**src/hw/rtl/bqd_pkg.sv**
```systemverilog
// Shared widths, register indexes and types of the biquad filter core.
// Used by bqd_div and biquad_iir_filter_core; depends on nothing.
package bqd_pkg;

    localparam int SAMPLE_BITS = 24;
    localparam int COEF_BITS   = 32;
    localparam int ACC_BITS    = 64;

    // Digit-serial multiply: sample operand consumed DIGIT_BITS per cycle
    localparam int DIGIT_BITS     = 4;
    localparam int NUM_DIGITS     = (SAMPLE_BITS + DIGIT_BITS - 1) / DIGIT_BITS;
    localparam int MPLIER_BITS    = NUM_DIGITS * DIGIT_BITS;
    localparam int DIGIT_CNT_BITS = $clog2(NUM_DIGITS);
    localparam int NUM_TERMS      = 5;
    localparam int TERM_BITS      = $clog2(NUM_TERMS);

    // Quotient bits developed by the divider; anything larger saturates
    localparam int QUO_BITS     = SAMPLE_BITS + 1;
    localparam int QUO_CNT_BITS = $clog2(QUO_BITS);

    localparam logic [QUO_BITS-1:0] POS_LIM = {2'b00, {(SAMPLE_BITS-1){1'b1}}};
    localparam logic [QUO_BITS-1:0] NEG_LIM = {2'b01, {(SAMPLE_BITS-1){1'b0}}};

    // Configuration register indexes
    localparam int CFG_IDX_BITS = 3;
    localparam logic [CFG_IDX_BITS-1:0] REG_B0 = 3'd0;
    localparam logic [CFG_IDX_BITS-1:0] REG_B1 = 3'd1;
    localparam logic [CFG_IDX_BITS-1:0] REG_B2 = 3'd2;
    localparam logic [CFG_IDX_BITS-1:0] REG_A1 = 3'd3;
    localparam logic [CFG_IDX_BITS-1:0] REG_A2 = 3'd4;
    localparam logic [CFG_IDX_BITS-1:0] REG_A0 = 3'd5;

    localparam logic [COEF_BITS-1:0] COEF_ONE = COEF_BITS'(64'd16777216);

    typedef logic signed [SAMPLE_BITS-1:0] sample_t;
    typedef logic signed [COEF_BITS-1:0]   coef_t;
    typedef logic [COEF_BITS-2:0]          divisor_t;
    typedef logic signed [ACC_BITS-1:0]    acc_t;

    typedef struct packed {
        logic    done;
        sample_t sample;
        logic    clipped;
    } div_res_t;

endpackage

```
**src/hw/rtl/bqd_div.sv**
```systemverilog
// Bit-serial divider with saturation: |acc| / a0, truncated toward zero,
// signed and clamped to the sample range. Depends on bqd_pkg.
module bqd_div
(
    input  logic                   clk,
    input  logic                   rst_n,
    input  logic                   start,
    input  bqd_pkg::acc_t          acc,
    input  bqd_pkg::divisor_t      a0,
    output bqd_pkg::div_res_t      res
);

    typedef enum logic [1:0] {
        D_IDLE,
        D_CHK,
        D_ITER,
        D_SAT
    } dstate_t;

    dstate_t                               state_reg;
    logic                                  neg_reg;
    logic                                  big_reg;
    logic [bqd_pkg::ACC_BITS-1:0]          mag_reg;
    logic [bqd_pkg::COEF_BITS-2:0]         rem_reg;
    logic [bqd_pkg::QUO_BITS-1:0]          low_reg;
    logic [bqd_pkg::QUO_BITS-1:0]          quo_reg;
    logic [bqd_pkg::QUO_CNT_BITS-1:0]      cnt_reg;
    bqd_pkg::div_res_t                     res_reg;

    logic [bqd_pkg::ACC_BITS-1:0]          mag_next;
    logic [bqd_pkg::ACC_BITS:0]            lim_w;
    logic                                  mag_big;
    logic [bqd_pkg::COEF_BITS-1:0]         trial;
    logic [bqd_pkg::COEF_BITS-1:0]         trial_sub;
    logic                                  trial_ge;
    logic [bqd_pkg::QUO_BITS-1:0]          quo_neg;
    bqd_pkg::div_res_t                     res_next;

    always_comb
    begin
        mag_next = acc[bqd_pkg::ACC_BITS-1]
                 ? ($unsigned(bqd_pkg::ACC_BITS'(0)) - $unsigned(acc))
                 : $unsigned(acc);
    end

    // Quotient needs more than QUO_BITS bits when mag >= a0 * 2^QUO_BITS
    assign lim_w    = (bqd_pkg::ACC_BITS+1)'({a0, {bqd_pkg::QUO_BITS{1'b0}}});
    assign mag_big  = ({1'b0, mag_reg} >= lim_w);

    assign trial     = {rem_reg, low_reg[bqd_pkg::QUO_BITS-1]};
    assign trial_ge  = (trial >= {1'b0, a0});
    assign trial_sub = trial - {1'b0, a0};
    assign quo_neg   = bqd_pkg::QUO_BITS'(0) - quo_reg;

    always_comb
    begin
        res_next.done = 1'b1;
        if (neg_reg)
        begin
            if (big_reg || (quo_reg > bqd_pkg::NEG_LIM))
            begin
                res_next.sample  = bqd_pkg::NEG_LIM[bqd_pkg::SAMPLE_BITS-1:0];
                res_next.clipped = 1'b1;
            end
            else
            begin
                res_next.sample  = quo_neg[bqd_pkg::SAMPLE_BITS-1:0];
                res_next.clipped = 1'b0;
            end
        end
        else
        begin
            if (big_reg || (quo_reg > bqd_pkg::POS_LIM))
            begin
                res_next.sample  = bqd_pkg::POS_LIM[bqd_pkg::SAMPLE_BITS-1:0];
                res_next.clipped = 1'b1;
            end
            else
            begin
                res_next.sample  = quo_reg[bqd_pkg::SAMPLE_BITS-1:0];
                res_next.clipped = 1'b0;
            end
        end
    end

    always_ff @(posedge clk or negedge rst_n)
    begin
        if (!rst_n)
        begin
            state_reg <= D_IDLE;
            neg_reg   <= 1'b0;
            big_reg   <= 1'b0;
            mag_reg   <= '0;
            rem_reg   <= '0;
            low_reg   <= '0;
            quo_reg   <= '0;
            cnt_reg   <= '0;
            res_reg   <= '0;
        end
        else
        begin
            res_reg.done <= 1'b0;
            unique case (state_reg)
                D_IDLE:
                begin
                    if (start)
                    begin
                        neg_reg   <= acc[bqd_pkg::ACC_BITS-1];
                        mag_reg   <= mag_next;
                        state_reg <= D_CHK;
                    end
                end
                D_CHK:
                begin
                    rem_reg <= mag_reg[bqd_pkg::QUO_BITS +: (bqd_pkg::COEF_BITS-1)];
                    low_reg <= mag_reg[bqd_pkg::QUO_BITS-1:0];
                    quo_reg <= '0;
                    cnt_reg <= '0;
                    // Zero sum gives zero even with a zero divisor
                    if (mag_reg == '0)
                    begin
                        big_reg   <= 1'b0;
                        state_reg <= D_SAT;
                    end
                    else if (mag_big)
                    begin
                        big_reg   <= 1'b1;
                        state_reg <= D_SAT;
                    end
                    else
                    begin
                        big_reg   <= 1'b0;
                        state_reg <= D_ITER;
                    end
                end
                D_ITER:
                begin
                    rem_reg <= trial_ge ? trial_sub[bqd_pkg::COEF_BITS-2:0]
                                        : trial[bqd_pkg::COEF_BITS-2:0];
                    quo_reg <= {quo_reg[bqd_pkg::QUO_BITS-2:0], trial_ge};
                    low_reg <= {low_reg[bqd_pkg::QUO_BITS-2:0], 1'b0};
                    cnt_reg <= cnt_reg + 1'b1;
                    if (cnt_reg == bqd_pkg::QUO_CNT_BITS'(bqd_pkg::QUO_BITS-1))
                    begin
                        state_reg <= D_SAT;
                    end
                end
                D_SAT:
                begin
                    res_reg   <= res_next;
                    state_reg <= D_IDLE;
                end
                default:
                begin
                    state_reg <= D_IDLE;
                end
            endcase
        end
    end

    assign res = res_reg;

endmodule

```
**src/hw/rtl/biquad_iir_filter_core.sv**
```systemverilog
// Biquad IIR filter core, direct form I, digit-serial multiply-accumulate.
// Each input runs the MAC over all five terms, then bqd_div through its check, its divide steps
// and its saturate state, then FIN; the divide steps are skipped when the sum is zero or the
// quotient overflows. Rate is set by the 4-bit-per-cycle MAC and the one-bit-per-cycle divider.
// Input stalls until FIN hands the result on; a new item is taken while a result waits.
// Reset: histories cleared, coefficients pass-through (b0 = a0 = 1.0). Uses bqd_pkg, bqd_div.
module biquad_iir_filter_core
(
    input  logic                                  clk,
    input  logic                                  rst_n,
    input  logic                                  in_valid,
    output logic                                  in_stall,
    input  bqd_pkg::sample_t                      sample_in,
    output logic                                  out_valid,
    input  logic                                  out_stall,
    output bqd_pkg::sample_t                      sample_out,
    output logic                                  clipped,
    input  logic                                  cfg_we,
    input  logic [bqd_pkg::CFG_IDX_BITS-1:0]      cfg_index,
    input  logic [bqd_pkg::COEF_BITS-1:0]         cfg_data
);

    typedef enum logic [1:0] {
        IDLE,
        MAC,
        DIVW,
        FIN
    } state_t;

    localparam logic [bqd_pkg::TERM_BITS-1:0] TERM_X0 = 3'd0;
    localparam logic [bqd_pkg::TERM_BITS-1:0] TERM_X1 = 3'd1;
    localparam logic [bqd_pkg::TERM_BITS-1:0] TERM_X2 = 3'd2;
    localparam logic [bqd_pkg::TERM_BITS-1:0] TERM_Y1 = 3'd3;
    localparam logic [bqd_pkg::TERM_BITS-1:0] TERM_Y2 = 3'd4;

    bqd_pkg::coef_t                            coef_b0_reg;
    bqd_pkg::coef_t                            coef_b1_reg;
    bqd_pkg::coef_t                            coef_b2_reg;
    bqd_pkg::coef_t                            coef_a1_reg;
    bqd_pkg::coef_t                            coef_a2_reg;
    bqd_pkg::divisor_t                         coef_a0_reg;

    state_t                                    state_reg;
    bqd_pkg::sample_t                          x_reg;
    bqd_pkg::sample_t                          in_hist_one_reg;
    bqd_pkg::sample_t                          in_hist_two_reg;
    bqd_pkg::sample_t                          out_hist_one_reg;
    bqd_pkg::sample_t                          out_hist_two_reg;
    logic [bqd_pkg::TERM_BITS-1:0]             term_reg;
    logic [bqd_pkg::DIGIT_CNT_BITS-1:0]        digit_reg;
    bqd_pkg::acc_t                             mcand_reg;
    logic [bqd_pkg::MPLIER_BITS-1:0]           mplier_reg;
    bqd_pkg::acc_t                             acc_reg;
    logic                                      start_reg;
    logic                                      out_valid_reg;
    bqd_pkg::sample_t                          sample_out_reg;
    logic                                      clipped_reg;

    logic [bqd_pkg::TERM_BITS-1:0]             sel_term;
    bqd_pkg::coef_t                            sel_coef;
    bqd_pkg::sample_t                          sel_val;
    logic                                      last_digit;
    logic signed [bqd_pkg::DIGIT_BITS:0]       dig_s;
    bqd_pkg::acc_t                             prod;
    bqd_pkg::acc_t                             acc_next;
    logic                                      slot_free;
    bqd_pkg::div_res_t                         div_res;

    // Operand select for the term about to be loaded
    assign sel_term = (state_reg == IDLE) ? TERM_X0 : (term_reg + 1'b1);

    always_comb
    begin
        unique case (sel_term)
            TERM_X0:
            begin
                sel_coef = coef_b0_reg;
                sel_val  = sample_in;
            end
            TERM_X1:
            begin
                sel_coef = coef_b1_reg;
                sel_val  = in_hist_one_reg;
            end
            TERM_X2:
            begin
                sel_coef = coef_b2_reg;
                sel_val  = in_hist_two_reg;
            end
            TERM_Y1:
            begin
                sel_coef = coef_a1_reg;
                sel_val  = out_hist_one_reg;
            end
            TERM_Y2:
            begin
                sel_coef = coef_a2_reg;
                sel_val  = out_hist_two_reg;
            end
            default:
            begin
                sel_coef = '0;
                sel_val  = '0;
            end
        endcase
    end

    // Lower digits are unsigned; the top digit carries the sample's sign
    assign last_digit = (digit_reg == bqd_pkg::DIGIT_CNT_BITS'(bqd_pkg::NUM_DIGITS-1));
    assign dig_s      = {last_digit & mplier_reg[bqd_pkg::DIGIT_BITS-1],
                         mplier_reg[bqd_pkg::DIGIT_BITS-1:0]};
    assign prod       = mcand_reg * dig_s;
    assign acc_next   = (term_reg >= TERM_Y1) ? (acc_reg - prod) : (acc_reg + prod);

    assign slot_free  = !out_valid_reg || !out_stall;

    always_ff @(posedge clk or negedge rst_n)
    begin
        if (!rst_n)
        begin
            coef_b0_reg <= bqd_pkg::COEF_ONE;
            coef_b1_reg <= '0;
            coef_b2_reg <= '0;
            coef_a1_reg <= '0;
            coef_a2_reg <= '0;
            coef_a0_reg <= bqd_pkg::COEF_ONE[bqd_pkg::COEF_BITS-2:0];
        end
        else if (cfg_we)
        begin
            unique case (cfg_index)
                bqd_pkg::REG_B0: coef_b0_reg <= cfg_data;
                bqd_pkg::REG_B1: coef_b1_reg <= cfg_data;
                bqd_pkg::REG_B2: coef_b2_reg <= cfg_data;
                bqd_pkg::REG_A1: coef_a1_reg <= cfg_data;
                bqd_pkg::REG_A2: coef_a2_reg <= cfg_data;
                bqd_pkg::REG_A0: coef_a0_reg <= cfg_data[bqd_pkg::COEF_BITS-2:0];
                default:
                begin
                end
            endcase
        end
    end

    always_ff @(posedge clk or negedge rst_n)
    begin
        if (!rst_n)
        begin
            state_reg        <= IDLE;
            x_reg            <= '0;
            in_hist_one_reg  <= '0;
            in_hist_two_reg  <= '0;
            out_hist_one_reg <= '0;
            out_hist_two_reg <= '0;
            term_reg         <= '0;
            digit_reg        <= '0;
            mcand_reg        <= '0;
            mplier_reg       <= '0;
            acc_reg          <= '0;
            start_reg        <= 1'b0;
            out_valid_reg    <= 1'b0;
            sample_out_reg   <= '0;
            clipped_reg      <= 1'b0;
        end
        else
        begin
            start_reg <= 1'b0;
            if (out_valid_reg && !out_stall)
            begin
                out_valid_reg <= 1'b0;
            end

            unique case (state_reg)
                IDLE:
                begin
                    if (in_valid)
                    begin
                        x_reg      <= sample_in;
                        acc_reg    <= '0;
                        term_reg   <= TERM_X0;
                        digit_reg  <= '0;
                        mcand_reg  <= bqd_pkg::ACC_BITS'(sel_coef);
                        mplier_reg <= bqd_pkg::MPLIER_BITS'(sel_val);
                        state_reg  <= MAC;
                    end
                end
                MAC:
                begin
                    acc_reg <= acc_next;
                    if (last_digit)
                    begin
                        if (term_reg == TERM_Y2)
                        begin
                            start_reg <= 1'b1;
                            state_reg <= DIVW;
                        end
                        else
                        begin
                            term_reg   <= sel_term;
                            digit_reg  <= '0;
                            mcand_reg  <= bqd_pkg::ACC_BITS'(sel_coef);
                            mplier_reg <= bqd_pkg::MPLIER_BITS'(sel_val);
                        end
                    end
                    else
                    begin
                        // Advance to the next digit of the sample operand
                        digit_reg  <= digit_reg + 1'b1;
                        mcand_reg  <= mcand_reg <<< bqd_pkg::DIGIT_BITS;
                        mplier_reg <= mplier_reg >> bqd_pkg::DIGIT_BITS;
                    end
                end
                DIVW:
                begin
                    if (div_res.done)
                    begin
                        state_reg <= FIN;
                    end
                end
                FIN:
                begin
                    // Hold until the output register can take the item
                    if (slot_free)
                    begin
                        out_valid_reg    <= 1'b1;
                        sample_out_reg   <= div_res.sample;
                        clipped_reg      <= div_res.clipped;
                        out_hist_two_reg <= out_hist_one_reg;
                        out_hist_one_reg <= div_res.sample;
                        in_hist_two_reg  <= in_hist_one_reg;
                        in_hist_one_reg  <= x_reg;
                        state_reg        <= IDLE;
                    end
                end
                default:
                begin
                    state_reg <= IDLE;
                end
            endcase
        end
    end

    bqd_div u_div
    (
        .clk   (clk),
        .rst_n (rst_n),
        .start (start_reg),
        .acc   (acc_reg),
        .a0    (coef_a0_reg),
        .res   (div_res)
    );

    assign in_stall   = (state_reg != IDLE);
    assign out_valid  = out_valid_reg;
    assign sample_out = sample_out_reg;
    assign clipped    = clipped_reg;

endmodule

```
**config.mk**
```make
export PLATFORM = sky130hd
export DESIGN_NAME = biquad_iir_filter_core
export DESIGN_NICKNAME = d
export VERILOG_FILES = /design/src/hw/rtl/bqd_pkg.sv /design/src/hw/rtl/bqd_div.sv /design/src/hw/rtl/biquad_iir_filter_core.sv
export SDC_FILE = /design/constraint.sdc
export NUM_CORES = 2
export LEC_CHECK = 0
export BUFFER_PORTS_ARGS = -buffer_cell sky130_fd_sc_hd__buf_2
export CORE_MARGIN = 1.5
export CORE_UTILIZATION = 46
export CTS_BUF_LIST = sky130_fd_sc_hd__clkbuf_8
export CTS_CLUSTER_DIAMETER = 100
export DETAILED_ROUTE_END_ITERATION = 8
export GPL_TIMING_DRIVEN = 1
export SYNTH_ARGS = -nofsm -noshare
export SYNTH_HDL_FRONTEND = slang
export SYNTH_SLANG_ARGS = --single-unit
export TNS_END_PERCENT = 30
```
**constraint.sdc**
```tcl
create_clock -name clk -period 10.7 [get_ports clk]
set_input_delay 1.07 -clock clk [delete_from_list [all_inputs] [get_ports clk]]
set_output_delay 1.07 -clock clk [all_outputs]
set_load 0.01 [all_outputs]
```
### Word-level counts from Yosys, hierarchy flattened

Cells that the tools add are included.

| word-level totals | value |
|---|---|
| register bits after elaboration | 654 |
| bits of input ports | 64 |
| output and inout port bits | 27 |
| logic and storage cells | 151 |

| operators by class | value |
|---|---|
| add/sub/neg operators | 8 |
| multipliers | 1 |
| $lt $le $gt $ge | 5 |
| equality and inequality tests | 27 |
| muxes and demuxes | 50 |
| bitwise gates (word level) | 1 |
| reduce and logical (&&, ||, !) cells | 28 |

Operators by type and width:

| kind | count |
|---|---|
| 64-bit 2-to-1 mux | 6 |
| 64-bit case mux with 2 select lines | 2 |
| 32-bit case mux with 5 select lines | 1 |
| 24-bit case mux with 5 select lines | 1 |
| 25-bit case mux with 2 select lines | 2 |
| 25-bit 2-to-1 mux | 3 |
| 24-bit 2-to-1 mux | 3 |
| 64-bit adder | 1 |
| 64-bit by 56-bit greater-or-equal comparator with 1-bit output | 1 |
| 64-bit logical NOT | 1 |
| 64-bit by 5-bit multiplier with 64-bit output | 1 |
| 1-bit by 64-bit subtractor with 64-bit output (first input constant) | 1 |
| 64-bit subtractor | 1 |
| 31-bit case mux with 2 select lines | 1 |
| 24-bit case mux with 2 select lines | 1 |
| 32-bit by 31-bit greater-or-equal comparator with 1-bit output | 1 |
| 31-bit 2-to-1 mux | 1 |
| 31-bit subtractor | 1 |
| 26-bit 2-to-1 mux | 1 |
| 25-bit by 23-bit greater-than comparator with 1-bit output (second input constant) | 1 |
| 25-bit by 24-bit greater-than comparator with 1-bit output (second input constant) | 1 |
| 1-bit by 24-bit subtractor with 24-bit output (first input constant) | 1 |
| 2-bit AND reduction | 11 |
| 3-bit 2-to-1 mux | 6 |
| other kinds (27) | 70 |

### Logic depth before layout (Yosys ltp)

| depth | value |
|---|---|
| depth in word-level cells | 7 |
| depth in mapped cells | 39 |
| mapped depth without buffers | 36 |

### Cells and area by module

A second synthesis with hierarchy kept.

| second synthesis, totals | value |
|---|---|
| cells, all modules | 5152 |
| area total of the unflattened synthesis | 47794.6 sq um |

Modules (own cells, without submodules):

| module | instances | cells each | area each (sq um) | sequential area each (sq um) |
|---|---|---|---|---|
| biquad_iir_filter_core | 1 | 3739 | 35721.8 | 11863.9 |
| bqd_div | 1 | 1413 | 12072.8 | 4504.3 |

### Worst setup path before layout

Ideal clock, no wire load.

| timing | value |
|---|---|
| kind | reg-to-reg |
| start point | reg digit_reg[0] (netlist bit) |
| end point | reg acc_reg[60] |
| setup time | 0.069 ns |
| arrival | 8.955 ns |
| data required time | 10.631 ns |
| path slack | 1.676 ns |
| cell stages (with the launch flop) | 34 |
| buffers on the path | 2 |
| clock period less this slack | 9.024 ns |
| path through | dfrtp_1 -> nand2_1 -> nor2_1 -> nand2_1 -> clkbuf_1 -> or2_2 -> fa_1 -> fa_1 -> fa_1 -> inv_1 -> fa_1 -> a21o_1 -> a221oi_4 -> o21ai_1 -> xor2_1 -> a211oi_1 -> or3b_1 -> or4_4 -> nor3_2 -> and3_1 -> buf_2 -> nand2_1 -> o21ai_0 -> xor2_1 -> ha_1 -> nand2_1 -> or3_1 -> or4_1 -> o221ai_1 -> a21oi_1 -> o2111ai_1 -> a21oi_1 -> or4b_2 -> nand3_1 |

| on the way | value |
|---|---|
| word-level cells in the longest chain between the ends | 6 |
| elaborated cells on any way between the ends | 7 |
| those cells by class | add/sub: 2; mul: 1; eq/ne: 1; mux: 2; bitwise: 1 |

RTL lines:

| what | RTL line | RTL |
|---|---|---|
| start, declared | biquad_iir_filter_core.sv:50 | `logic [bqd_pkg::DIGIT_CNT_BITS-1:0] digit_reg;` |
| start signal, assigned | biquad_iir_filter_core.sv:207 | `digit_reg <= digit_reg + 1'b1;` |
| 3-bit equality test (*) | biquad_iir_filter_core.sv:109 | `assign last_digit = (digit_reg == bqd_pkg::DIGIT_CNT_BITS'(bqd_pkg::NUM_DIGITS-1));` |
| 1-bit bitwise AND (*) | biquad_iir_filter_core.sv:110 | `assign dig_s = {last_digit & mplier_reg[bqd_pkg::DIGIT_BITS-1],` |
| 64-bit by 5-bit multiplier with 64-bit output (*) | biquad_iir_filter_core.sv:112 | `assign prod = mcand_reg * dig_s;` |
| 64-bit adder / 64-bit subtractor (equally long branches) | biquad_iir_filter_core.sv:113 | `assign acc_next = (term_reg >= TERM_Y1) ? (acc_reg - prod) : (acc_reg + prod);` |
| 64-bit 2-to-1 mux (*) | biquad_iir_filter_core.sv:113 |  |
| 64-bit case mux with 2 select lines (*) | biquad_iir_filter_core.sv:172 | `unique case (state_reg)` |
| end signal, assigned | biquad_iir_filter_core.sv:188 | `acc_reg <= acc_next;` |
| end, declared | biquad_iir_filter_core.sv:53 | `bqd_pkg::acc_t acc_reg;` |

Mark *: on every way between the ends. The rest lies on a longest branch, timed or not.
A chain may end at the register's enable or synchronous reset.

### Final worst setup path

Ends and elaborated chain as after synthesis.

==> impl_metrics.py <==
metrics = {
    "clock_network": {
        "cts_buffers": 115,
        "cts_tree": "done",
        "postCtsSetupRepairBufs": 0,
        "htree_num_levels": 3,
        "cts_root_buf": "clkbuf_8",
        "cts.sinks": 654,
        "clock_path_buffers": 3,
        "hold_buffers": 0,
        "insertion_delay_ns": 0.83,
        "ctsResizeCount": 0,
        "clk_pin_slew_worst_paths_ns": 0.06,
    },
    "route": {
        "drt-pass1-iter-count": 6,
        "drt-wirelength-per-cell_um": 20.39,
        "routed-via-count": 37720,
        "wl_mm": 134.0,
        "ant_nets": 0,
        "drtIter0Drc": 2955,
        "viasPerCell": 5.737,
        "route.detailed.drc": 0,
    },
    "sta": {
        "slew_headroom_pct": 28.03,
        "fin_hold_ws_ns": 0.3505,
        "maxSlewViolCount": 0,
        "fin_crit_sh_pct": 92.90,
        "tns_ns": 0,
        "fin_crit_ns": 9.940,
        "hold_viol": 0,
        "setup_viol": 0,
        "worstMarginPinSlew_ns": 1.080,
        "fmax_ghz": 0.1006,
        "setup_slack_ns": 0.7599,
        "clock_skew_ns": 0.05779,
        "rsz0062_at_grt": "false",
    },
    "critical_path": {
        "reg2regPathDepth": 38,
        "path_buf_inv": 4,
        "crit_path_end_kind": "register",
        "cp_max_fo": 44,
        "crit_path_start_kind": "register",
        "arrival_ns": 10.66,
        "path_depth": 38,
        "max_stage_delay_ns": 0.64,
        "path_delay_family": "simple AND/OR/NAND/NOR gates",
        "crit_top_cell": "a21oi_1",
        "path_class": "reg2reg",
        "critical_path_required_ns": 11.42,
        "rrSetupSlack_ns": 0.76,
        "crit_slowest_cell": "or4b_2",
    },
    "placed_design": {
        "pre_cts_slack_ns": 0.6404,
        "portBuffers": 90,
        "gp_congestion": 0.9349,
        "dpl.hpwl_mm": 97.28,
    },
    "floorplan": {
        "die-area_um2": 105200,
        "core_area_um2": 102000,
        "rows": 117,
        "die_y_um": 324.4,
        "die-width_um": 324.4,
        "io_pins": 91,
        "start_util_pct": 46.56,
    },
    "logic_synthesis": {
        "synthArstFlopShare_pct": 100.0,
        "ys.flop_type": "dfrtp_1",
        "yosysWarnings": 0,
        "synth-seq-cells": 654,
        "yosysSeqAreaShare_pct": 34.46,
        "synthesis.area_um2": 47500,
        "ys_types": 105,
        "syn_area_per_cell_um2": 9.300,
        "synth_edf_count": 0,
        "synth_nets": 5622,
        "synth_cells": 5108,
    },
    "final_layout": {
        "fill_cells": 9655,
        "layout_commonest_cell": "dfrtp_1",
        "nets": 5624,
        "syn_to_final_growth_pct": 8.784,
        "drive_gt1_share_pct": 13.87,
        "final_cell_mix": "dfrtp_1 (650), inv_1 (471), nand2_1 (447), o21ai_0 (396), a21oi_1 (380)",
        "final_core_util_pct": 50.65,
    },
    "hold_path": {
        "hold_path.class": "in2async",
    },
    "global_route": {
        "grt_pass1_wl_mm": 212.7,
        "grt_usage_pct": 25.31,
        "grt_max_degree": 128,
        "grt_pass1_vias": 36990,
        "antenna_found_initial": 10,
        "grt_overflow": 0,
    },
    "outcome": {
        "status": "complete, no violations",
    },
    "flow_run": {
        "cap_violations": 0,
    },
}
[synthesized netlist by cell type (138+ instances only)]
cell        n  share of area (%)
dfrtp_1   652                 34
nand2_1   451                3.6
inv_1     428                3.4
o21ai_0   397                4.2
a21oi_1   381                4.0
mux2_2    316                7.5
ha_1      268                7.1
nor2_1    266                2.1
and2_1    234                3.1
clkbuf_1  227                1.8
fa_1      182                7.7
xor2_1    138                2.5
[cell families (layout without fill, tap and decap cells)]
logic type / count (synthesis) / after routing / share of synthesized area, %
flip-flops: 654 / 654 / 34.46
adder cells (fa/ha/maj): 450 / 450 / 14.73
AND/OR/NAND/NOR: 1371 / 1371 / 14.36
other: 0 / 7 / 0
XOR/XNOR: 262 / 262 / 4.831
multiplexers: 364 / 364 / 8.502
AO/OA/AOI/OAI: 1320 / 1320 / 17.67
buffers and inverters: 687 / 778 / 5.457
[metrics by stage]
stage / instances / instance area [um^2]
CTS: 6567 / 51650
global route: 6572 / 51670
global placement: 6361 / 49270
floorplan: 5108 / 47500
finish: 6574 / 51680
detailed placement: 6361 / 49270
[per-layer routing]
| layer | share of wire [%] | routed length, um | up-vias | track usage [%] |
|---|---|---|---|---|
| met1 | 49 | 65330 | 18740 | 37.85 |
| met2 | 43 | 58170 | 910 | 37.73 |
| met5 | 0.019 | 26 | - | 0 |
| li1 | - | - | 17900 | - |
| met4 | 1.9 | 2555 | 4 | 6.318 |
| met3 | 5.9 | 7938 | 162 | 4.421 |
[worst register-to-register path, delay by kind of cell (launching register included)]
family	cells	cell delay [ns]
and+or+nand+nor	17	3.64
adders and majority gates	5	2.41
AOI/OAI and AO/OA	10	2.20
buffers and inverters	4	0.66
xor gates and xnor gates	2	0.54
DFF	1	0.42
[worst paths after layout]
kind | startpoint | end
setup reg to reg | digit_reg[0]$_DFFE_PN0P_ | acc_reg[60]$_DFFE_PN0P_
max in group asynchronous | rst_n | acc_reg[63]$_DFFE_PN0P_
hold / removal | rst_n | sample_out[11]$_DFFE_PN0P_
hold reg to reg | u_div.mag_reg[61]$_DFFE_PN0P_ | u_div.mag_reg[61]$_DFFE_PN0P_
setup / recovery | digit_reg[0]$_DFFE_PN0P_ | acc_reg[60]$_DFFE_PN0P_
min in group clk | u_div.mag_reg[61]$_DFFE_PN0P_ | u_div.mag_reg[61]$_DFFE_PN0P_
[final cells by class]
class                      count  area [um^2]  area share (%)
timing repair buffer         143        862.1           1.668
inverter                     429         1610           3.116
clock inverter                68        480.5          0.9297
clock buffer                 138         1899           3.675
multi-input combinational   3767        28730           55.59
tap                         1368         1712           3.312
antenna                        7        17.52         0.03390
sequential                   654        16370           31.68
Power is left out: the tool's default activity adds up to more than one toggle a clock period on the data nets, which glitch-free logic cannot reach.
